## src/hdl/mbpf_pkg.sv

```systemverilog
package mbpf_pkg;

    localparam int DEF_BANKS  = 8;
    localparam int DEF_LEVELS = 32;

    localparam int CMD_W  = 3;
    localparam int IDX_W  = 4;
    localparam int LVL_W  = 8;
    localparam int MASK_W = 8;
    localparam int POS_W  = 16;
    localparam int PROD_W = LVL_W + POS_W;
    localparam int CNT_W  = $clog2(PROD_W);

    localparam logic [CMD_W-1:0] CMD_SET_BANK  = 3'd0;
    localparam logic [CMD_W-1:0] CMD_SET_ALL   = 3'd1;
    localparam logic [CMD_W-1:0] CMD_READ_BANK = 3'd2;
    localparam logic [CMD_W-1:0] CMD_TICK      = 3'd3;
    localparam logic [CMD_W-1:0] CMD_FADE      = 3'd4;
    localparam logic [CMD_W-1:0] CMD_ALL_OFF   = 3'd5;

    typedef enum logic [1:0] {
        ST_IDLE,
        ST_FADE,
        ST_HOLD
    } ctrl_state_t;

    typedef enum logic [1:0] {
        FD_IDLE,
        FD_MUL,
        FD_DIV,
        FD_DONE
    } fade_state_t;

    typedef struct packed {
        logic [LVL_W-1:0] start_level;
        logic [LVL_W-1:0] target_level;
        logic [POS_W-1:0] eased_position;
        logic [POS_W-1:0] span_total;
    } fade_req_t;

endpackage

```

## src/hdl/multi_bank_pwm_with_fader_unit.sv

```systemverilog
// multi-bank pwm generator with fade-step interpolator
// input channel: in_valid/in_stall carry one command transaction with its fields
// (command, bank_index, level_value, start_level, target_level, eased_position,
// span_total). output channel: out_valid/out_stall carry one result transaction
// per command: drive_mask (mask last driven) and read_level (read data, else 0).
// set, set all, read, tick, all off and unused codes: if the receiver is not stalling,
// the result is in the output register the cycle after the command is taken, and such
// commands can be taken every cycle while the receiver keeps up.
// a fade step runs through the serial unit: a shift-add multiply by the position,
// one bit per cycle, then a restoring divide by span_total, one quotient bit per
// cycle; when span_total is zero both are skipped and the result is the clamped
// target_level. no new command is taken during a fade.
// when the receiver stalls, the output register holds its transaction and one
// more finished result can wait inside; the input then stalls until it drains.
// reset clears every bank duty, the phase counter and the mask, and leaves the
// output channel empty.
module multi_bank_pwm_with_fader_unit #(
    parameter int BANKS  = mbpf_pkg::DEF_BANKS,
    parameter int LEVELS = mbpf_pkg::DEF_LEVELS
) (
    input  logic                          clk,
    input  logic                          rst_n,
    input  logic                          in_valid,
    output logic                          in_stall,
    input  logic [mbpf_pkg::CMD_W-1:0]    command,
    input  logic [mbpf_pkg::IDX_W-1:0]    bank_index,
    input  logic [mbpf_pkg::LVL_W-1:0]    level_value,
    input  logic [mbpf_pkg::LVL_W-1:0]    start_level,
    input  logic [mbpf_pkg::LVL_W-1:0]    target_level,
    input  logic [mbpf_pkg::POS_W-1:0]    eased_position,
    input  logic [mbpf_pkg::POS_W-1:0]    span_total,
    output logic                          out_valid,
    input  logic                          out_stall,
    output logic [mbpf_pkg::MASK_W-1:0]   drive_mask,
    output logic [mbpf_pkg::LVL_W-1:0]    read_level
);
    import mbpf_pkg::*;

    localparam int BSEL_W = (BANKS > 1) ? $clog2(BANKS) : 1;
    localparam logic [LVL_W-1:0] LEV = LVL_W'(LEVELS);

    ctrl_state_t        state_reg, state_next;
    logic [LVL_W-1:0]   bank_reg [BANKS];
    logic [LVL_W-1:0]   bank_next [BANKS];
    logic [LVL_W-1:0]   phase_reg, phase_next;
    logic [MASK_W-1:0]  mask_reg, mask_next;
    logic [LVL_W-1:0]   pend_rd_reg, pend_rd_next;
    logic [BSEL_W-1:0]  fbank_reg, fbank_next;
    logic               frange_reg, frange_next;
    logic               out_valid_reg, out_valid_next;
    logic [MASK_W-1:0]  drive_mask_reg, drive_mask_next;
    logic [LVL_W-1:0]   read_level_reg, read_level_next;

    logic               accept;
    logic               slot_free;
    logic               fade_go;
    logic               fade_done;
    logic [LVL_W-1:0]   fade_value;
    fade_req_t          fade_req;
    logic [BSEL_W-1:0]  bsel;
    logic               in_range;
    logic [LVL_W-1:0]   lvl_sat;
    logic [LVL_W-1:0]   rd;
    logic [MASK_W-1:0]  tick_mask;
    logic [LVL_W:0]     phase_inc;

    assign accept    = in_valid && !in_stall;
    assign slot_free = !out_valid_reg || !out_stall;
    assign bsel      = bank_index[BSEL_W-1:0];
    assign in_range  = ({1'b0, bank_index} < (IDX_W + 1)'(BANKS));
    assign lvl_sat   = (level_value > LEV) ? LEV : level_value;
    assign phase_inc = {1'b0, phase_reg} + (LVL_W + 1)'(1);

    assign fade_req.start_level    = start_level;
    assign fade_req.target_level   = target_level;
    assign fade_req.eased_position = eased_position;
    assign fade_req.span_total     = span_total;

    mbpf_fade #(
        .LEVELS (LEVELS)
    ) u_fade (
        .clk   (clk),
        .rst_n (rst_n),
        .go    (fade_go),
        .req   (fade_req),
        .done  (fade_done),
        .value (fade_value)
    );

    // next state
    always_comb
    begin
        state_next = state_reg;
        case (state_reg)
            ST_IDLE:
            begin
                if (in_valid)
                begin
                    if (command == CMD_FADE)
                    begin
                        state_next = ST_FADE;
                    end
                    else if (!slot_free)
                    begin
                        state_next = ST_HOLD;
                    end
                end
            end
            ST_FADE:
            begin
                if (fade_done)
                begin
                    state_next = slot_free ? ST_IDLE : ST_HOLD;
                end
            end
            ST_HOLD:
            begin
                if (slot_free)
                begin
                    state_next = ST_IDLE;
                end
            end
            default:
            begin
                state_next = ST_IDLE;
            end
        endcase
    end

    // fsm outputs
    always_comb
    begin
        in_stall = (state_reg != ST_IDLE);
        fade_go  = (state_reg == ST_IDLE) && in_valid && (command == CMD_FADE);
    end

    // tick mask, one compare per bank; banks past the mask width are dropped
    always_comb
    begin
        tick_mask = '0;
        for (int i = 0; i < BANKS; i++)
        begin
            if (i < MASK_W)
            begin
                tick_mask[i] = (bank_reg[i] > phase_reg);
            end
        end
    end

    // command datapath
    always_comb
    begin
        bank_next       = bank_reg;
        phase_next      = phase_reg;
        mask_next       = mask_reg;
        pend_rd_next    = pend_rd_reg;
        fbank_next      = fbank_reg;
        frange_next     = frange_reg;
        drive_mask_next = drive_mask_reg;
        read_level_next = read_level_reg;
        out_valid_next  = out_valid_reg && out_stall;
        rd              = '0;

        if (accept)
        begin
            case (command)
                CMD_SET_BANK:
                begin
                    if (in_range)
                    begin
                        bank_next[bsel] = lvl_sat;
                    end
                end
                CMD_SET_ALL:
                begin
                    for (int i = 0; i < BANKS; i++)
                    begin
                        bank_next[i] = lvl_sat;
                    end
                end
                CMD_READ_BANK:
                begin
                    if (in_range)
                    begin
                        rd = bank_reg[bsel];
                    end
                end
                CMD_TICK:
                begin
                    mask_next  = tick_mask;
                    phase_next = (phase_inc >= (LVL_W + 1)'(LEVELS))
                               ? '0 : phase_inc[LVL_W-1:0];
                end
                CMD_FADE:
                begin
                    fbank_next  = bsel;
                    frange_next = in_range;
                end
                CMD_ALL_OFF:
                begin
                    for (int i = 0; i < BANKS; i++)
                    begin
                        bank_next[i] = '0;
                    end
                    mask_next = '0;
                end
                default:
                begin
                    rd = '0;
                end
            endcase

            if (command != CMD_FADE)
            begin
                if (slot_free)
                begin
                    out_valid_next  = 1'b1;
                    drive_mask_next = mask_next;
                    read_level_next = rd;
                end
                else
                begin
                    pend_rd_next = rd;
                end
            end
        end

        if ((state_reg == ST_FADE) && fade_done)
        begin
            if (frange_reg)
            begin
                bank_next[fbank_reg] = fade_value;
            end
            if (slot_free)
            begin
                out_valid_next  = 1'b1;
                drive_mask_next = mask_reg;
                read_level_next = '0;
            end
            else
            begin
                pend_rd_next = '0;
            end
        end

        if ((state_reg == ST_HOLD) && slot_free)
        begin
            out_valid_next  = 1'b1;
            drive_mask_next = mask_reg;
            read_level_next = pend_rd_reg;
        end
    end

    always_ff @(posedge clk or negedge rst_n)
    begin
        if (!rst_n)
        begin
            state_reg     <= ST_IDLE;
            phase_reg     <= '0;
            mask_reg      <= '0;
            out_valid_reg <= 1'b0;
            for (int i = 0; i < BANKS; i++)
            begin
                bank_reg[i] <= '0;
            end
        end
        else
        begin
            state_reg     <= state_next;
            phase_reg     <= phase_next;
            mask_reg      <= mask_next;
            out_valid_reg <= out_valid_next;
            bank_reg      <= bank_next;
        end
    end

    always_ff @(posedge clk)
    begin
        pend_rd_reg    <= pend_rd_next;
        fbank_reg      <= fbank_next;
        frange_reg     <= frange_next;
        drive_mask_reg <= drive_mask_next;
        read_level_reg <= read_level_next;
    end

    assign out_valid  = out_valid_reg;
    assign drive_mask = drive_mask_reg;
    assign read_level = read_level_reg;

endmodule

```

## src/hdl/mbpf_fade.sv

```systemverilog
module mbpf_fade #(
    parameter int LEVELS = mbpf_pkg::DEF_LEVELS
) (
    input  logic                         clk,
    input  logic                         rst_n,
    input  logic                         go,
    input  mbpf_pkg::fade_req_t          req,
    output logic                         done,
    output logic [mbpf_pkg::LVL_W-1:0]   value
);
    import mbpf_pkg::*;

    localparam logic [LVL_W-1:0] LEV = LVL_W'(LEVELS);

    fade_state_t        state_reg, state_next;
    logic [CNT_W-1:0]   cnt_reg, cnt_next;
    logic [LVL_W-1:0]   mag_reg, mag_next;
    logic               neg_reg, neg_next;
    logic               zero_reg, zero_next;
    logic [LVL_W-1:0]   start_reg, start_next;
    logic [LVL_W-1:0]   target_reg, target_next;
    logic [POS_W-1:0]   pos_reg, pos_next;
    logic [POS_W-1:0]   total_reg, total_next;
    logic [PROD_W-1:0]  acc_reg, acc_next;
    logic [POS_W:0]     rem_reg, rem_next;

    logic [POS_W:0]     trial;
    logic               qbit;
    logic [PROD_W:0]    sum;
    logic [LVL_W-1:0]   diff;

    // next state
    always_comb
    begin
        state_next = state_reg;
        case (state_reg)
            FD_IDLE:
            begin
                if (go)
                begin
                    state_next = (req.span_total == '0) ? FD_DONE : FD_MUL;
                end
            end
            FD_MUL:
            begin
                if (cnt_reg == CNT_W'(POS_W - 1))
                begin
                    state_next = FD_DIV;
                end
            end
            FD_DIV:
            begin
                if (cnt_reg == CNT_W'(PROD_W - 1))
                begin
                    state_next = FD_DONE;
                end
            end
            FD_DONE:
            begin
                state_next = FD_IDLE;
            end
            default:
            begin
                state_next = FD_IDLE;
            end
        endcase
    end

    // serial datapath: shift-add multiply by position, then restoring divide
    always_comb
    begin
        cnt_next    = cnt_reg;
        mag_next    = mag_reg;
        neg_next    = neg_reg;
        zero_next   = zero_reg;
        start_next  = start_reg;
        target_next = target_reg;
        pos_next    = pos_reg;
        total_next  = total_reg;
        acc_next    = acc_reg;
        rem_next    = rem_reg;
        trial       = {rem_reg[POS_W-1:0], acc_reg[PROD_W-1]};
        qbit        = (trial >= {1'b0, total_reg});
        case (state_reg)
            FD_IDLE:
            begin
                if (go)
                begin
                    neg_next    = (req.target_level < req.start_level);
                    mag_next    = (req.target_level < req.start_level)
                                ? req.start_level - req.target_level
                                : req.target_level - req.start_level;
                    zero_next   = (req.span_total == '0);
                    start_next  = req.start_level;
                    target_next = req.target_level;
                    pos_next    = req.eased_position;
                    total_next  = req.span_total;
                    acc_next    = '0;
                    rem_next    = '0;
                    cnt_next    = '0;
                end
            end
            FD_MUL:
            begin
                acc_next = {acc_reg[PROD_W-2:0], 1'b0}
                         + (pos_reg[POS_W-1] ? PROD_W'(mag_reg) : '0);
                pos_next = {pos_reg[POS_W-2:0], 1'b0};
                cnt_next = (cnt_reg == CNT_W'(POS_W - 1)) ? '0 : cnt_reg + 1'b1;
            end
            FD_DIV:
            begin
                rem_next = qbit ? trial - {1'b0, total_reg} : trial;
                acc_next = {acc_reg[PROD_W-2:0], qbit};
                cnt_next = cnt_reg + 1'b1;
            end
            default:
            begin
                cnt_next = cnt_reg;
            end
        endcase
    end

    // outputs: apply sign of the span and clamp to 0..LEVELS; zero span_total gives the clamped target
    always_comb
    begin
        done  = (state_reg == FD_DONE);
        sum   = {1'b0, acc_reg} + (PROD_W + 1)'(start_reg);
        diff  = start_reg - acc_reg[LVL_W-1:0];
        if (zero_reg)
        begin
            value = (target_reg > LEV) ? LEV : target_reg;
        end
        else if (neg_reg)
        begin
            if (acc_reg >= PROD_W'(start_reg))
            begin
                value = '0;
            end
            else
            begin
                value = (diff > LEV) ? LEV : diff;
            end
        end
        else
        begin
            value = (sum > (PROD_W + 1)'(LEV)) ? LEV : sum[LVL_W-1:0];
        end
    end

    always_ff @(posedge clk or negedge rst_n)
    begin
        if (!rst_n)
        begin
            state_reg <= FD_IDLE;
            cnt_reg   <= '0;
        end
        else
        begin
            state_reg <= state_next;
            cnt_reg   <= cnt_next;
        end
    end

    always_ff @(posedge clk)
    begin
        mag_reg    <= mag_next;
        neg_reg    <= neg_next;
        zero_reg   <= zero_next;
        start_reg  <= start_next;
        target_reg <= target_next;
        pos_reg    <= pos_next;
        total_reg  <= total_next;
        acc_reg    <= acc_next;
        rem_reg    <= rem_next;
    end

endmodule
```

## config.mk

```make
export PLATFORM = sky130hd
export DESIGN_NAME = multi_bank_pwm_with_fader_unit
export DESIGN_NICKNAME = d
export VERILOG_FILES = /design/src/hdl/mbpf_pkg.sv /design/src/hdl/multi_bank_pwm_with_fader_unit.sv /design/src/hdl/mbpf_fade.sv
export SDC_FILE = /design/constraint.sdc
export NUM_CORES = 1
export LEC_CHECK = 0
export BUFFER_PORTS_ARGS = -buffer_cell sky130_fd_sc_hd__buf_2
export CAP_MARGIN = 20
export CORE_MARGIN = 1.5
export CORE_UTILIZATION = 45
export CTS_BUF_LIST = sky130_fd_sc_hd__clkbuf_4 sky130_fd_sc_hd__clkbuf_8 sky130_fd_sc_hd__clkbuf_16
export CTS_CLUSTER_DIAMETER = 200
export DETAILED_ROUTE_END_ITERATION = 6
export PLACE_DENSITY = 0.69
export SYNTH_ARGS = -nofsm -noshare
export SYNTH_HDL_FRONTEND = slang
export SYNTH_SLANG_ARGS = --single-unit
export TNS_END_PERCENT = 10
```

## constraint.sdc

```tcl
create_clock -name clk -period 4.23 [get_ports clk]
set_input_delay 0 -clock clk [delete_from_list [all_inputs] [get_ports clk]]
set_output_delay 0 -clock clk [all_outputs]
set_load 0.02 [all_outputs]
```

==> reports/qor_table.md <==
| Item | Value |
|---|---|
| Core Area | 32700 um^2 |
| Routed wire length | 41800 um |
| Total buffers and inverters traversed by the critical path | 1 |
| Total leakage power | 7.56 nW |
| Root buffer cell | sky130_fd_sc_hd__clkbuf_16 |
| DRC violation count after routing | 0 |
| Number of clock sinks | 216 |
| Layout cell share with drive strength beyond 1 | 12.2% |
| Power density over the cells | 398 nW/um^2 |
| Vias per Instance | 6.09 |
| Clk pin slew, worst setup/hold paths | 60 ps |
| Die extent in x | 186 um |
| Number of violations of the max-capacitance limit | 0 |
| Gate count of the mapped netlist | 1552 |
| Post-synth EDFFs | 118 |
| Initial Util | 45.9% |
| Setup crit start kind | flip-flop |
| Crit Path Class | flip-flop to flip-flop |
| Number of buffers on the longest clock path | 3 |
| Sequential share of the synthesized area | 39.7% |
| Violations in the final reports | hold timing |
| Max rail drop VDD | 412 uV |
| Fin worst setup slack | 465 ps |
| Share of flip-flops with an asynchronous set or reset after synthesis | 41.7% |
| Clock tree from TritonCTS | done |
| Post-placement worst setup slack | 505 ps |
| Most frequent standard cell in the layout excluding fill and tap cells | sky130_fd_sc_hd__ha_1 |
| Critical Path, Cell by Cell | inv_1 -> ha_1 -> nor2b_1 -> a211oi_2 -> a2bb2oi_2 -> a2111oi_0 -> nor4_1 -> and4b_1 -> a31oi_1 -> o31ai_4 -> a21oi_1 |
| Hold Crit Class | input port to asynchronous set/reset pin |
| Number of synthesized register bits | 216 |
| Outcome | finished, violations left |
| Worst path top cell family by delay | compound AO/OA/AOI/OAI gates |
| Most used flip-flop cell after synthesis | sky130_fd_sc_hd__edfxtp_1 |
| Wirelength per Cell | 19.7 um |
| Detailed placement HPWL | 30100 um |
| Boundary Pins | 85 |
| Number of distinct standard cells referenced by the synthesized netlist | 84 |
| Maximum fanout count along the critical path | 10 |
| CP endpoint kind | flip-flop |
| Post-layout min period | 3760 ps |
| CTS H-Tree Depth | 1 |
| Share of the clock period used by the worst path after layout | 89.0% |
| Antenna violations before repair | 0 |
| Area overhead of the layout relative to synthesis | 14.3% |
| Number of buffers inserted by port buffering | 84 |
| Total clock buffers created by CTS | 24 |
| Post-layout nets | 1868 |
| Share of the core filled with cells | 52.5% |
| Maximum number of pins on one net before global-route repair | 50 |
| Combined global-route utilization of all metal layers | 24.4% |
| Global-route wire length before repair | 66700 um |
| Initial DRT Pass Iterations | 7 |
| Vias in the first global route | 12600 |
| Overflow left after global routing | 0 |
| Endpoint arrival time on the critical path | 4140 ps |
| Setup violators final | 0 |
| Critical Path Slowest Stage Cell | sky130_fd_sc_hd__ha_1 |
| Number of inserted diodes | 0 |
| FMAX | 266 MHz |
| Post-CTS Resized | 0 |
| Crit-path max cell delay | 510 ps |
| Worst R2R Setup Slack | 470 ps |
| Required time worst endpoint | 4610 ps |
| Row count | 66 |
| Flip-flop count of the largest register after layout | 64 |
| Latest clock arrival within the worst-skew pair | 540 ps |
| Number of hold-slack violations in the final timing report | 6 |
| TNS Setup | 0 ps |
| Gpl congestion | 0.932 |
| Number of antenna-violating nets in the routed design | 0 |
| Mapped Nets | 1760 |
| Leading cell types in the layout, fill and taps excluded | sky130_fd_sc_hd__ha_1, sky130_fd_sc_hd__nand2_1, sky130_fd_sc_hd__edfxtp_1 |
| Die area | 34500 um^2 |
| Average instance area after synthesis | 9.68 um^2 |
| DR iter-0 viols | 959 |
| Mapped Area | 15000 um^2 |
| Routed vias | 12900 |
| Headroom to the max-slew limit | 29.8% |
| Number of max-slew violations in the final report | 0 |
| Chip Height | 186 um |
| Worst hold slack | -8.96 ps |
| Clock skew | 17.1 ps |
| Yosys warnings | 0 |
| Total Power Consumption | 6.83 mW |
| Unrepaired setup endpoints after global routing | false |
| Tightest Pin Transition | 1050 ps |
cells by family (layout without fill, tap and decap cells):
group                    after synthesis  in the layout  share of synthesized area [%]
AND/OR/NAND/NOR                      460            460                           15.4
AO/OA/AOI/OAI                        473            473                           21.4
buffers and inverters                178            303                           4.71
XOR/XNOR                              33             33                           1.92
multiplexers                          51             51                           4.87
adder cells (fa/ha/maj)              141            141                           12.0
flip-flops                           216            216                           39.7
final cells by class:
cell class                      count  area, um^2
Inverter                          108         405
Timing Repair Buffer              152        1090
Clock inverter                      7        56.3
Clock buffer                       36         733
Tap cell                          442         553
Multi-Input combinational cell   1158        8370
Fill cell                        3001       15500
Sequential cell                   216        5960
report_power, final:
part / leakage (nW) / internal, mW / switching [mW]
logic: 4.81 / 0.923 / 1.25
registers: 2.36 / 2.43 / 0.148
clock network: 0.386 / 1.20 / 0.866
total: 7.56 / 4.56 / 2.27
routing by layer:
| metal | up-vias | share of wire [%] | track usage [%] |
|---|---|---|---|
| li1 | 6052 | - | - |
| met5 | - | 0 | 0 |
| met3 | 100 | 5.9 | 3.25 |
| met1 | 6294 | 42 | 31.6 |
| met2 | 469 | 48 | 41.3 |
| met4 | 0 | 4.0 | 9.55 |
stage by stage:
| step | instances | cell area [um^2] |
|---|---|---|
| final | 2119 | 17200 |
| after global routing | 2119 | 17200 |
| after CTS | 2116 | 17100 |
| after detailed placement | 2020 | 15800 |
| after global placement | 2020 | 15800 |
| after floorplan | 1552 | 15000 |
synth_stat cells (29+ instances only):
master	n	area, um^2
sky130_fd_sc_hd__a21o_1	37	278
sky130_fd_sc_hd__a21oi_1	110	551
sky130_fd_sc_hd__a221oi_1	32	280
sky130_fd_sc_hd__clkbuf_1	41	154
sky130_fd_sc_hd__dfrtp_1	90	2250
sky130_fd_sc_hd__edfxtp_1	118	3540
sky130_fd_sc_hd__ha_1	135	1690
sky130_fd_sc_hd__inv_1	107	402
sky130_fd_sc_hd__nand2_1	126	473
sky130_fd_sc_hd__nand4_1	29	181
sky130_fd_sc_hd__nor2_1	93	349
sky130_fd_sc_hd__nor2b_1	30	188
sky130_fd_sc_hd__nor3_1	34	170
sky130_fd_sc_hd__o21ai_0	100	500
what timing repair did:
| action | in CTS | in global routing |
|---|---|---|
| buffers inserted | 0 | 0 |
| hold buffers | 53 | 0 |
| endpoints found under the hold margin | 99 | 0 |
worst paths after layout:
| path | end | from | depth (start not counted) |
|---|---|---|---|
| max in group asynchronous | mask_reg[6] | rst_n | 3 |
| min in group clk | bank_reg[50] | level_value[5] | 6 |
| worst max-delay path | bank_reg[61] | u_fade.acc_reg[2] | 11 |
| worst min register to register | drive_mask[6] | mask_reg[6] | 1 |
| worst min-delay path | bank_reg[19] | rst_n | 2 |
| worst max register to register | bank_reg[61] | u_fade.acc_reg[2] | 11 |
Note: power is estimated with default switching activity, not from simulation.
